**src/event_timer_table_core_assert.svh**
```systemverilog
// Assertion macros shared by the timer table RTL.
// Depends on nothing; included by the modules that carry checks.
`ifndef EVENT_TIMER_TABLE_CORE_ASSERT_SVH
`define EVENT_TIMER_TABLE_CORE_ASSERT_SVH
`ifndef SYNTH
`define ETMR_ASSERT_IMPLY(label, clk, rst_n, cond, prop) \
  label: assert property (@(posedge clk) disable iff (!rst_n) (cond) |-> (prop)) \
    else $error("timer table check failed");
`define ETMR_ASSERT_NEXT(label, clk, rst_n, cond, prop) \
  label: assert property (@(posedge clk) disable iff (!rst_n) (cond) |=> (prop)) \
    else $error("timer table check failed");
`else
`define ETMR_ASSERT_IMPLY(label, clk, rst_n, cond, prop)
`define ETMR_ASSERT_NEXT(label, clk, rst_n, cond, prop)
`endif
`endif

```
**src/etmr_pkg.sv**
```systemverilog
// Shared codes and types of the timer table.
// Depends on nothing; used by every module of the block.
`timescale 1ns / 1ps
package etmr_pkg;
  localparam logic [1:0] CMD_TICK  = 2'd0;
  localparam logic [1:0] CMD_START = 2'd1;
  localparam logic [1:0] CMD_STOP  = 2'd2;
  localparam logic [1:0] CMD_NONE  = 2'd3;

  localparam logic [1:0] STATUS_OK        = 2'd0;
  localparam logic [1:0] STATUS_FULL      = 2'd1;
  localparam logic [1:0] STATUS_NOT_FOUND = 2'd2;

  localparam logic KIND_STATUS = 1'b0;
  localparam logic KIND_FIRE   = 1'b1;

  localparam int QUEUE_DEPTH = 2;
  localparam int IN_DATA_W   = 80;
  localparam int OUT_DATA_W  = 48;

  typedef struct packed {
    logic [1:0]  cmd;
    logic [7:0]  task_id;
    logic [31:0] event_bits;
    logic        periodic;
  } req_t;
endpackage

```
**src/event_timer_table_core.sv**
```systemverilog
// Top level of the event timer table: front end, request queue, table sequencer.
// Depends on etmr_pkg, etmr_front, etmr_queue and etmr_back.
//
//  channel | direction | tuser          | tdata                                      | tlast
//  in_     | slave     | cmd[1:0]       | task_id, event_bits, periodic, period_ticks | -
//  out_    | master    | kind           | status, fired_task, fired_event             | last
//
// A start or stop word passes through the back end in order: the request is taken
// from the queue (ST_IDLE), every table entry is visited for the match and free-entry
// scan (ST_SCAN), and then the table is updated and the status posted (ST_APPLY).
// A tick with nothing expiring goes from ST_TICK straight back to ST_IDLE. Otherwise
// ST_TICK is followed by a rank pass over every table entry (ST_POS) and then one
// result word per fired timer (ST_EMIT).
// Reset (rst_n low, synchronous) clears the entry valid bits, the queue and the
// result register; no clearing pass is needed.
// A stalled result port holds the sequencer, while the front end keeps accepting
// words until the two-word request queue is full.
`timescale 1ns / 1ps
module event_timer_table_core #(
  parameter int TIMER_ENTRIES = 16,
  parameter int TICK_WIDTH    = 32
) (
  input  logic        clk,
  input  logic        rst_n,
  input  logic        in_tvalid,
  output logic        in_tready,
  input  logic [1:0]  in_tuser,   // cmd
  // task_id[7:0], event_bits[39:8], periodic[40], period_ticks[72:41], zero fill
  input  logic [79:0] in_tdata,
  output logic        out_tvalid,
  input  logic        out_tready,
  output logic [0:0]  out_tuser,  // kind
  // status[1:0], fired_task[9:2], fired_event[41:10], zero fill
  output logic [47:0] out_tdata,
  output logic        out_tlast
);
  // Queue word carries the classified request and the clamped period.
  localparam int QW = $bits(etmr_pkg::req_t) + TICK_WIDTH;

  etmr_pkg::req_t        fe_req, be_req;
  logic [TICK_WIDTH-1:0] fe_period, be_period;
  logic                  q_push, q_full, q_pop, q_not_empty;
  logic [QW-1:0]         q_data;

  etmr_front #(
    .TW (TICK_WIDTH)
  ) u_front (
    .in_tvalid (in_tvalid),
    .in_tready (in_tready),
    .in_tuser  (in_tuser),
    .in_tdata  (in_tdata),
    .q_full    (q_full),
    .q_push    (q_push),
    .q_req     (fe_req),
    .q_period  (fe_period)
  );

  etmr_queue #(
    .DW (QW)
  ) u_queue (
    .clk       (clk),
    .rst_n     (rst_n),
    .push      (q_push),
    .push_data ({fe_req, fe_period}),
    .full      (q_full),
    .pop       (q_pop),
    .not_empty (q_not_empty),
    .pop_data  (q_data)
  );

  assign be_req    = q_data[QW-1:TICK_WIDTH];
  assign be_period = q_data[TICK_WIDTH-1:0];

  etmr_back #(
    .N  (TIMER_ENTRIES),
    .TW (TICK_WIDTH)
  ) u_back (
    .clk        (clk),
    .rst_n      (rst_n),
    .q_valid    (q_not_empty),
    .q_pop      (q_pop),
    .q_req      (be_req),
    .q_period   (be_period),
    .out_tvalid (out_tvalid),
    .out_tready (out_tready),
    .out_tuser  (out_tuser),
    .out_tdata  (out_tdata),
    .out_tlast  (out_tlast)
  );
endmodule

```
**src/etmr_front.sv**
```systemverilog
// Front end: accepts input words, drops unused commands, clamps the period.
// Depends on etmr_pkg.
`timescale 1ns / 1ps
module etmr_front #(
  parameter int TW = 32
) (
  input  logic                         in_tvalid,
  output logic                         in_tready,
  input  logic [1:0]                   in_tuser,
  input  logic [etmr_pkg::IN_DATA_W-1:0] in_tdata,
  input  logic                         q_full,
  output logic                         q_push,
  output etmr_pkg::req_t               q_req,
  output logic [TW-1:0]                q_period
);
  logic [31:0]   raw_period;
  logic [TW-1:0] sat_period;

  assign raw_period = in_tdata[72:41];

  generate
    if (TW > 32) begin : g_wide
      assign sat_period = {{(TW-32){1'b0}}, raw_period};
    end else if (TW == 32) begin : g_equal
      assign sat_period = raw_period;
    end else begin : g_narrow
      assign sat_period = (|raw_period[31:TW]) ? {TW{1'b1}} : raw_period[TW-1:0];
    end
  endgenerate

  // A zero period expires on the next tick.
  assign q_period = (sat_period == '0) ? TW'(1) : sat_period;

  assign q_req.cmd        = in_tuser;
  assign q_req.task_id    = in_tdata[7:0];
  assign q_req.event_bits = in_tdata[39:8];
  assign q_req.periodic   = in_tdata[40];

  assign in_tready = !q_full;
  assign q_push    = in_tvalid && !q_full &&
                     (in_tuser == etmr_pkg::CMD_TICK || in_tuser == etmr_pkg::CMD_START ||
                      in_tuser == etmr_pkg::CMD_STOP);
endmodule

```
**src/etmr_queue.sv**
```systemverilog
// Short request queue between the front end and the table sequencer.
// Depends on etmr_pkg for its depth.
`timescale 1ns / 1ps
module etmr_queue #(
  parameter int DW = 105
) (
  input  logic          clk,
  input  logic          rst_n,
  input  logic          push,
  input  logic [DW-1:0] push_data,
  output logic          full,
  input  logic          pop,
  output logic          not_empty,
  output logic [DW-1:0] pop_data
);
  localparam int PW = (etmr_pkg::QUEUE_DEPTH > 1) ? $clog2(etmr_pkg::QUEUE_DEPTH) : 1;
  localparam int CW = $clog2(etmr_pkg::QUEUE_DEPTH + 1);

  logic [DW-1:0] mem [etmr_pkg::QUEUE_DEPTH];
  logic [PW-1:0] wr_ptr_r, wr_ptr_nxt, rd_ptr_r, rd_ptr_nxt;
  logic [CW-1:0] count_r, count_nxt;
  logic          do_push, do_pop;

  assign full      = (count_r == CW'(etmr_pkg::QUEUE_DEPTH));
  assign not_empty = (count_r != '0);
  assign do_push   = push && !full;
  assign do_pop    = pop && not_empty;
  assign pop_data  = mem[rd_ptr_r];

  always_comb begin
    wr_ptr_nxt = wr_ptr_r;
    rd_ptr_nxt = rd_ptr_r;
    count_nxt  = count_r;
    if (do_push) begin
      wr_ptr_nxt = (wr_ptr_r == PW'(etmr_pkg::QUEUE_DEPTH - 1)) ? '0 : wr_ptr_r + PW'(1);
    end
    if (do_pop) begin
      rd_ptr_nxt = (rd_ptr_r == PW'(etmr_pkg::QUEUE_DEPTH - 1)) ? '0 : rd_ptr_r + PW'(1);
    end
    if (do_push && !do_pop) begin
      count_nxt = count_r + CW'(1);
    end else if (do_pop && !do_push) begin
      count_nxt = count_r - CW'(1);
    end
  end

  always_ff @(posedge clk) begin
    if (!rst_n) begin
      wr_ptr_r <= '0;
      rd_ptr_r <= '0;
      count_r  <= '0;
    end else begin
      wr_ptr_r <= wr_ptr_nxt;
      rd_ptr_r <= rd_ptr_nxt;
      count_r  <= count_nxt;
    end
  end

  always_ff @(posedge clk) begin
    if (do_push) begin
      mem[wr_ptr_r] <= push_data;
    end
  end
endmodule

```
**src/etmr_back.sv**
```systemverilog
// Back end: timer table, command sequencer and result register.
// Depends on etmr_pkg and event_timer_table_core_assert.svh.
`timescale 1ns / 1ps
`include "event_timer_table_core_assert.svh"
module etmr_back #(
  parameter int N  = 16,
  parameter int TW = 32
) (
  input  logic                          clk,
  input  logic                          rst_n,
  input  logic                          q_valid,
  output logic                          q_pop,
  input  etmr_pkg::req_t                q_req,
  input  logic [TW-1:0]                 q_period,
  output logic                          out_tvalid,
  input  logic                          out_tready,
  output logic [0:0]                    out_tuser,
  output logic [etmr_pkg::OUT_DATA_W-1:0] out_tdata,
  output logic                          out_tlast
);
  localparam int IW = (N > 1) ? $clog2(N) : 1;

  typedef enum logic [5:0] {
    ST_IDLE  = 6'b000001,
    ST_SCAN  = 6'b000010,
    ST_APPLY = 6'b000100,
    ST_TICK  = 6'b001000,
    ST_POS   = 6'b010000,
    ST_EMIT  = 6'b100000
  } state_t;

  state_t          state_r, state_nxt;
  etmr_pkg::req_t  req_r, req_nxt;
  logic [TW-1:0]   period_r, period_nxt;
  logic [IW-1:0]   idx_r, idx_nxt, k_r, k_nxt;
  logic            hit_r, hit_nxt, free_found_r, free_found_nxt;
  logic [IW-1:0]   hit_idx_r, hit_idx_nxt, free_idx_r, free_idx_nxt;
  logic [N-1:0]    fired_r, fired_nxt;
  logic [IW-1:0]   pos_r [N];
  logic [IW-1:0]   pos_nxt [N];

  logic [N-1:0]    valid_r, valid_nxt;
  logic [7:0]      task_r [N];
  logic [7:0]      task_nxt [N];
  logic [31:0]     event_r [N];
  logic [31:0]     event_nxt [N];
  logic [N-1:0]    reload_r, reload_nxt;
  logic [TW-1:0]   per_r [N];
  logic [TW-1:0]   per_nxt [N];
  logic [TW-1:0]   rem_r [N];
  logic [TW-1:0]   rem_nxt [N];
  logic [IW-1:0]   rec_r [N];
  logic [IW-1:0]   rec_nxt [N];

  logic            out_valid_r, out_valid_nxt;
  logic            out_kind_r, out_kind_nxt, out_last_r, out_last_nxt;
  logic [1:0]      out_status_r, out_status_nxt;
  logic [7:0]      out_task_r, out_task_nxt;
  logic [31:0]     out_event_r, out_event_nxt;

  logic            out_free, scan_match, do_mr, do_free;
  logic [IW-1:0]   tgt, sel_idx, pos_cnt;
  logic [N-1:0]    sel;

  assign out_free = !out_valid_r || out_tready;
  assign scan_match = valid_r[idx_r] && (req_r.task_id != 8'd0) &&
                      (task_r[idx_r] == req_r.task_id) &&
                      (event_r[idx_r] == req_r.event_bits);

  always_comb begin
    sel     = '0;
    sel_idx = '0;
    pos_cnt = '0;
    for (int j = 0; j < N; j++) begin
      sel[j] = fired_r[j] && (pos_r[j] == k_r);
      if (sel[j]) begin
        sel_idx = sel_idx | IW'(j);
      end
      if (fired_r[j] && (rec_r[j] < rec_r[idx_r])) begin
        pos_cnt = pos_cnt + IW'(1);
      end
    end
  end

  always_comb begin
    state_nxt      = state_r;
    req_nxt        = req_r;
    period_nxt     = period_r;
    idx_nxt        = idx_r;
    k_nxt          = k_r;
    hit_nxt        = hit_r;
    hit_idx_nxt    = hit_idx_r;
    free_found_nxt = free_found_r;
    free_idx_nxt   = free_idx_r;
    fired_nxt      = fired_r;
    pos_nxt        = pos_r;
    valid_nxt      = valid_r;
    task_nxt       = task_r;
    event_nxt      = event_r;
    reload_nxt     = reload_r;
    per_nxt        = per_r;
    rem_nxt        = rem_r;
    rec_nxt        = rec_r;
    out_valid_nxt  = out_valid_r && !out_tready;
    out_kind_nxt   = out_kind_r;
    out_status_nxt = out_status_r;
    out_task_nxt   = out_task_r;
    out_event_nxt  = out_event_r;
    out_last_nxt   = out_last_r;
    q_pop          = 1'b0;
    do_mr          = 1'b0;
    do_free        = 1'b0;
    tgt            = '0;

    case (state_r)
      ST_IDLE: begin
        if (q_valid) begin
          q_pop          = 1'b1;
          req_nxt        = q_req;
          period_nxt     = q_period;
          idx_nxt        = '0;
          hit_nxt        = 1'b0;
          free_found_nxt = 1'b0;
          state_nxt      = (q_req.cmd == etmr_pkg::CMD_TICK) ? ST_TICK : ST_SCAN;
        end
      end
      ST_SCAN: begin
        if (scan_match && !hit_r) begin
          hit_nxt     = 1'b1;
          hit_idx_nxt = idx_r;
        end
        if (!valid_r[idx_r] && !free_found_r) begin
          free_found_nxt = 1'b1;
          free_idx_nxt   = idx_r;
        end
        idx_nxt = idx_r + IW'(1);
        if (idx_r == IW'(N - 1)) begin
          state_nxt = ST_APPLY;
        end
      end
      ST_APPLY: begin
        if (out_free) begin
          out_valid_nxt  = 1'b1;
          out_kind_nxt   = etmr_pkg::KIND_STATUS;
          out_task_nxt   = 8'd0;
          out_event_nxt  = 32'd0;
          out_last_nxt   = 1'b1;
          out_status_nxt = etmr_pkg::STATUS_OK;
          state_nxt      = ST_IDLE;
          if (req_r.cmd == etmr_pkg::CMD_START) begin
            if (hit_r || free_found_r) begin
              tgt              = hit_r ? hit_idx_r : free_idx_r;
              do_mr            = 1'b1;
              task_nxt[tgt]    = req_r.task_id;
              event_nxt[tgt]   = req_r.event_bits;
              reload_nxt[tgt]  = req_r.periodic;
              per_nxt[tgt]     = period_r;
              rem_nxt[tgt]     = period_r;
            end else begin
              out_status_nxt = etmr_pkg::STATUS_FULL;
            end
          end else if (hit_r) begin
            tgt     = hit_idx_r;
            do_free = 1'b1;
          end else begin
            out_status_nxt = etmr_pkg::STATUS_NOT_FOUND;
          end
        end
      end
      ST_TICK: begin
        for (int j = 0; j < N; j++) begin
          fired_nxt[j] = valid_r[j] && (rem_r[j] == TW'(1));
          if (valid_r[j]) begin
            rem_nxt[j] = rem_r[j] - TW'(1);
          end
        end
        idx_nxt   = '0;
        state_nxt = (fired_nxt == '0) ? ST_IDLE : ST_POS;
      end
      ST_POS: begin
        // Output slot of an entry is the number of fired entries more recent than it.
        pos_nxt[idx_r] = pos_cnt;
        idx_nxt        = idx_r + IW'(1);
        k_nxt          = '0;
        if (idx_r == IW'(N - 1)) begin
          state_nxt = ST_EMIT;
        end
      end
      ST_EMIT: begin
        if (out_free) begin
          out_valid_nxt  = 1'b1;
          out_kind_nxt   = etmr_pkg::KIND_FIRE;
          out_status_nxt = etmr_pkg::STATUS_OK;
          out_task_nxt   = task_r[sel_idx];
          out_event_nxt  = event_r[sel_idx];
          out_last_nxt   = ((fired_r & ~sel) == '0);
          fired_nxt      = fired_r & ~sel;
          k_nxt          = k_r + IW'(1);
          tgt            = sel_idx;
          if (reload_r[sel_idx]) begin
            rem_nxt[sel_idx] = per_r[sel_idx];
            do_mr            = 1'b1;
          end else begin
            do_free = 1'b1;
          end
          if ((fired_r & ~sel) == '0) begin
            state_nxt = ST_IDLE;
          end
        end
      end
      default: begin
        state_nxt = ST_IDLE;
      end
    endcase

    // Recency ranks move together whenever an entry is restarted or freed.
    for (int j = 0; j < N; j++) begin
      if (IW'(j) != tgt && valid_r[j]) begin
        if (do_mr && (!valid_r[tgt] || rec_r[j] < rec_r[tgt])) begin
          rec_nxt[j] = rec_r[j] + IW'(1);
        end
        if (do_free && rec_r[j] > rec_r[tgt]) begin
          rec_nxt[j] = rec_r[j] - IW'(1);
        end
      end
    end
    if (do_mr) begin
      rec_nxt[tgt]   = '0;
      valid_nxt[tgt] = 1'b1;
    end
    if (do_free) begin
      valid_nxt[tgt] = 1'b0;
    end
  end

  always_ff @(posedge clk) begin
    if (!rst_n) begin
      state_r     <= ST_IDLE;
      valid_r     <= '0;
      fired_r     <= '0;
      out_valid_r <= 1'b0;
    end else begin
      state_r     <= state_nxt;
      valid_r     <= valid_nxt;
      fired_r     <= fired_nxt;
      out_valid_r <= out_valid_nxt;
    end
  end

  always_ff @(posedge clk) begin
    req_r        <= req_nxt;
    period_r     <= period_nxt;
    idx_r        <= idx_nxt;
    k_r          <= k_nxt;
    hit_r        <= hit_nxt;
    hit_idx_r    <= hit_idx_nxt;
    free_found_r <= free_found_nxt;
    free_idx_r   <= free_idx_nxt;
    pos_r        <= pos_nxt;
    task_r       <= task_nxt;
    event_r      <= event_nxt;
    reload_r     <= reload_nxt;
    per_r        <= per_nxt;
    rem_r        <= rem_nxt;
    rec_r        <= rec_nxt;
    out_kind_r   <= out_kind_nxt;
    out_status_r <= out_status_nxt;
    out_task_r   <= out_task_nxt;
    out_event_r  <= out_event_nxt;
    out_last_r   <= out_last_nxt;
  end

  assign out_tvalid = out_valid_r;
  assign out_tuser  = out_kind_r;
  assign out_tlast  = out_last_r;
  assign out_tdata  = {6'b0, out_event_r, out_task_r, out_status_r};

  `ETMR_ASSERT_IMPLY(a_emit_has_fired, clk, rst_n, state_r == ST_EMIT, fired_r != '0)
  `ETMR_ASSERT_IMPLY(a_emit_one_slot, clk, rst_n, state_r == ST_EMIT, $onehot(sel))
  `ETMR_ASSERT_IMPLY(a_idle_no_fired, clk, rst_n, state_r == ST_IDLE, fired_r == '0)
  `ETMR_ASSERT_NEXT(a_last_to_idle, clk, rst_n,
                    state_r == ST_EMIT && out_free && (fired_r & ~sel) == '0,
                    state_r == ST_IDLE && out_tlast)
endmodule

```
**config.mk**
```make
export PLATFORM = sky130hd
export DESIGN_NAME = event_timer_table_core
export DESIGN_NICKNAME = d
export VERILOG_FILES = /design/src/etmr_pkg.sv /design/src/event_timer_table_core.sv /design/src/etmr_front.sv /design/src/etmr_queue.sv /design/src/etmr_back.sv
export VERILOG_INCLUDE_DIRS = /design/src /design/src/src
export SDC_FILE = /design/constraint.sdc
export NUM_CORES = 2
export LEC_CHECK = 0
export BUFFER_PORTS_ARGS = -buffer_cell sky130_fd_sc_hd__buf_4
export CAP_MARGIN = 20
export CORE_UTILIZATION = 45
export CTS_CLUSTER_SIZE = 40
export DETAILED_ROUTE_END_ITERATION = 6
export SYNTH_ARGS = -nofsm -noshare
export SYNTH_HDL_FRONTEND = slang
export SYNTH_SLANG_ARGS = --single-unit
```
**constraint.sdc**
```tcl
create_clock -name clk -period 17.39 [get_ports clk]
set_input_delay 1.739 -clock clk [delete_from_list [all_inputs] [get_ports clk]]
set_output_delay 1.739 -clock clk [all_outputs]
set_load 0.02 [all_outputs]
```
==> impl_metrics.yaml <==
timing:
  setup_viol_count_final: 0
  period_share: 0.6929
  skew_ps: 81.02
  layout_min_cycle_time_ps: 12050
  fmax_ghz: 0.08300
  hold_violations: 0
  setup_tns_ps: 0
  rsz0062_at_grt: "false"
  tightest_slew_ps: 1198
  drv_slew: 0
  worst_slew_margin_rel: 0.1983
synthesis:
  synth_edf_count: 2031
  synth_mux_area_frac: 0.1023
  synth_common_cells: "edfxtp_1 (2031), nand2_1 (1933), clkbuf_1 (580), mux2i_1 (540), o221ai_1 (501)"
  yosysMostFrequentCell: "edfxtp_1"
  yosys.area_share.simple: 0.1379
  syn_area_per_cell_um2: 11.73
  synth_area_um2: 113200
  yosysTopAreaCellShare: 0.5388
  synth_seq_cells: 2139
  yosys.cell_types.count: 88
  synth-compound-area-share: 0.1028
  ys.flop_type: "edfxtp_1"
  yosys_warnings: 0
  synthAdderAreaFrac: 0.02200
  netlist_instances: 9651
  seq_area_frac_synth: 0.5579
  synth_top_area_cell: "edfxtp_1"
  synth_area_leaders: "edfxtp_1 (54%), nand2_1 (6.4%), mux2i_1 (4.8%), mux4_2 (4.4%), o221ai_1 (3.9%)"
  synth_top_family_by_area: "simple AND/OR/NAND/NOR gates"
  async_reset_ff_frac: 0
  synth_xor_xnor_area_share: 0.04794
worst_setup_path:
  cp_slowest_stage_delay_ps: 630
  crit_family: "compound AO/OA/AOI/OAI gates"
  arrival_ps: 12650
  rr_startpoint: "u_back.idx_r[0]$_SDFFCE_PN0P_"
  slowest_stage: "mux4_2"
  r2r_slack_ps: 5340
  ff2ff_path_depth: 47
  cp_max_fo: 27
  reg2reg_to: "u_back.pos_r[53]$_DFFE_PP_"
  worst-path-buf-inv: 2
  crit_path_frequent_cell: "ha_1"
  path_class: "register to register"
  cp.required_ps: 18000
  worstSetupStartpointType: "register"
  cp-end-kind: "register"
final_layout:
  drive_above_1_share: 0.1202
  areaGrowthSynthToFinish_pct: 10.97
  final_area_um2: 125600
  num-nets-final: 9821
routing:
  met3WireLength_mm: 32.97
  final_antenna_net_count: 0
  dr_wl_met2_mm: 168.8
  wl_per_cell_um: 28.51
  drc: 0
  drtIter0Drc: 10410
  top_layer: "met5"
  wl_met1_mm: 154.5
  dr_total_vias: 83900
  dr.pass1.iters: 6
  routed_via_density: 6.420
  drt-total-wl_mm: 372.6
clock_tree:
  h-tree-depth: 4
  numClockSinks: 2139
  clockBufferDepth: 3
  cts_tree: "yes"
  cts_buffers: 229
  postCtsHoldBufs: 0
  root_buffer: "clkbuf_16"
  cts_setup_buffers: 0
  path_clk_slew_ps: 60
  cts_resized: 0
  clock_latency_ps: 920
hold_path:
  worst_hold_path_type: "register to register"
  min_to: "u_back.fired_r[13]$_SDFFE_PN0P_"
  min-delay-start: "u_back.fired_r[13]$_SDFFE_PN0P_"
  holdPathStages: 2
die:
  ios: 138
  rows: 183
  coreArea_um2: 249300
  dieArea_um2: 253500
  dieHeight_um: 503.5
  start_util: 0.4540
  die_w_um: 503.5
status:
  outcome: "complete, no violations"
placed_design:
  placed_cell_area_um2: 118100
  io_buffers: 124
  gp_congestion: 0.8850
  dpl.hpwl_mm: 207.9
grt:
  grt_usage: 0.2889
  grt_pass1_wl_mm: 544.4
  grt_pass1_vias: 81340
  gr-total-overflow: 0
  grt_max_degree: 172
  grt_antenna_before_repair: 16
flow_run:
  drv_cap: 0
pwr:
  p_leak_uw: 0.04284
  ir_drop_mv: 0.09518
  power_density_nw_per_um2: 109.8
power by group:
| part | switching, uW | total, uW | internal [uW] |
|---|---|---|---|
| logic | 1570 | 2480 | 912 |
| registers | 325 | 6390 | 6070 |
| clock network | 2160 | 4910 | 2750 |
layout make-up:
cell class                 instances  area (um2)
clock inverter                   143        1464
fill                           21510      123700
sequential                      2139       63150
tap                             3330        4167
timing repair buffer             354        2790
multi-input combinational       6676       47520
antenna                            4       10.01
clock buffer                     287        5991
inverter                         136       515.5
worst reg2reg max path, delay by kind of cell (launching register included):
family	cells	cell delay, ps
xor gates and xnor gates	5	1020
muxes	6	2510
buffers and inverters	2	1010
DFF	1	390
and+or+nand+nor	5	870
adders and majority gates	9	2660
AOI/OAI and AO/OA	20	3300
layer usage:
metal  GRT usage  up-vias
li1            -    36590
met1      0.4040    42220
met2      0.4487     4347
met3     0.04379      743
met4      0.1198        4
met5           0        -
cell families after synthesis:
group,Yosys count
xor gates and xnor gates,605
buffers and inverters,841
adders and majority gates,199
muxes,866
DFF,2139
other,1
AOI/OAI and AO/OA,1548
and+or+nand+nor,3452
how the worst max path moves through the flow:
| stage | startpoint | endpoint | slack [ps] | cells past startpoint |
|---|---|---|---|---|
| 5_1_grt | u_back.idx_r[0]$_SDFFCE_PN0P_ | u_back.pos_r[53]$_DFFE_PP_ | 4610 | 48 |
| 4_1_cts | u_back.idx_r[0]$_SDFFCE_PN0P_ | u_back.pos_r[53]$_DFFE_PP_ | 5360 | 48 |
| 3_3_place_gp | u_back.idx_r[1]$_SDFFCE_PN0P_ | u_back.pos_r[1]$_DFFE_PP_ | 5360 | 46 |
| 6_report | u_back.idx_r[0]$_SDFFCE_PN0P_ | u_back.pos_r[53]$_DFFE_PP_ | 5340 | 47 |
| 2_1_floorplan | u_back.idx_r[1]$_SDFFCE_PN0P_ | u_back.pos_r[11]$_DFFE_PP_ | 5260 | 55 |
| 3_5_place_dp | u_back.idx_r[1]$_SDFFCE_PN0P_ | u_back.pos_r[1]$_DFFE_PP_ | 5350 | 46 |
state kept, by name, summed over array words and instances, names as in the netlist, 2 cells and up, named ones only:
register	flops
u_queue.count_r	2
u_back.fired_r	16
u_back.out_event_r	32
u_back.state_r	6
u_back.out_task_r	8
u_back.rec_r	64
u_back.free_idx_r	4
u_back.pos_r	64
u_back.reload_r	16
u_back.req_r	43
u_queue.mem	150
u_back.per_r	512
u_back.task_r	128
u_back.valid_r	16
u_back.idx_r	4
u_back.hit_idx_r	4
u_back.k_r	4
u_back.out_status_r	2
u_back.rem_r	512
u_back.event_r	512
u_back.period_r	32
metrics by stage:
stage	hold slack [ps]	util	setup WS (ps)	total power (uW)	std cells
4_1_cts	497.6	0.5037	5362	13820	13070
6_report	501.9	0.5037	5341	13790	13070
5_1_grt	542.2	0.5037	4613	14170	13070
2_1_floorplan	457.7	-	5264	7898	9656
3_5_place_dp	487.4	0.4738	5350	8953	12640
3_3_place_gp	484.8	0.4737	5358	8905	12630
cell usage in the layout (no fill, tap or decap), types with 23 or more instances in the layout:
master / n
edfxtp_1: 2031
nand2_1: 1904
mux2i_1: 540
o221ai_1: 501
xor2_1: 345
nor2_1: 345
buf_4: 343
and3_1: 309
xnor2_1: 250
clkbuf_16: 231
mux4_2: 222
nor3_1: 202
ha_1: 199
a31oi_1: 159
a311oi_1: 154
a211oi_1: 148
nor4_1: 134
inv_1: 134
o21ai_0: 134
a21oi_1: 120
nand3_1: 112
dfxtp_1: 107
mux2_2: 102
nand4_1: 76
nand2b_1: 67
or4_1: 56
clkbuf_1: 56
or3_1: 54
clkinv_2: 50
clkinv_1: 48
o22ai_1: 35
nor2b_1: 33
a21o_1: 32
a21oi_2: 30
o21a_1: 29
nand2_2: 28
and2_1: 24
o31ai_1: 24
o41ai_1: 23
Note: power is estimated with default switching activity, not from simulation.
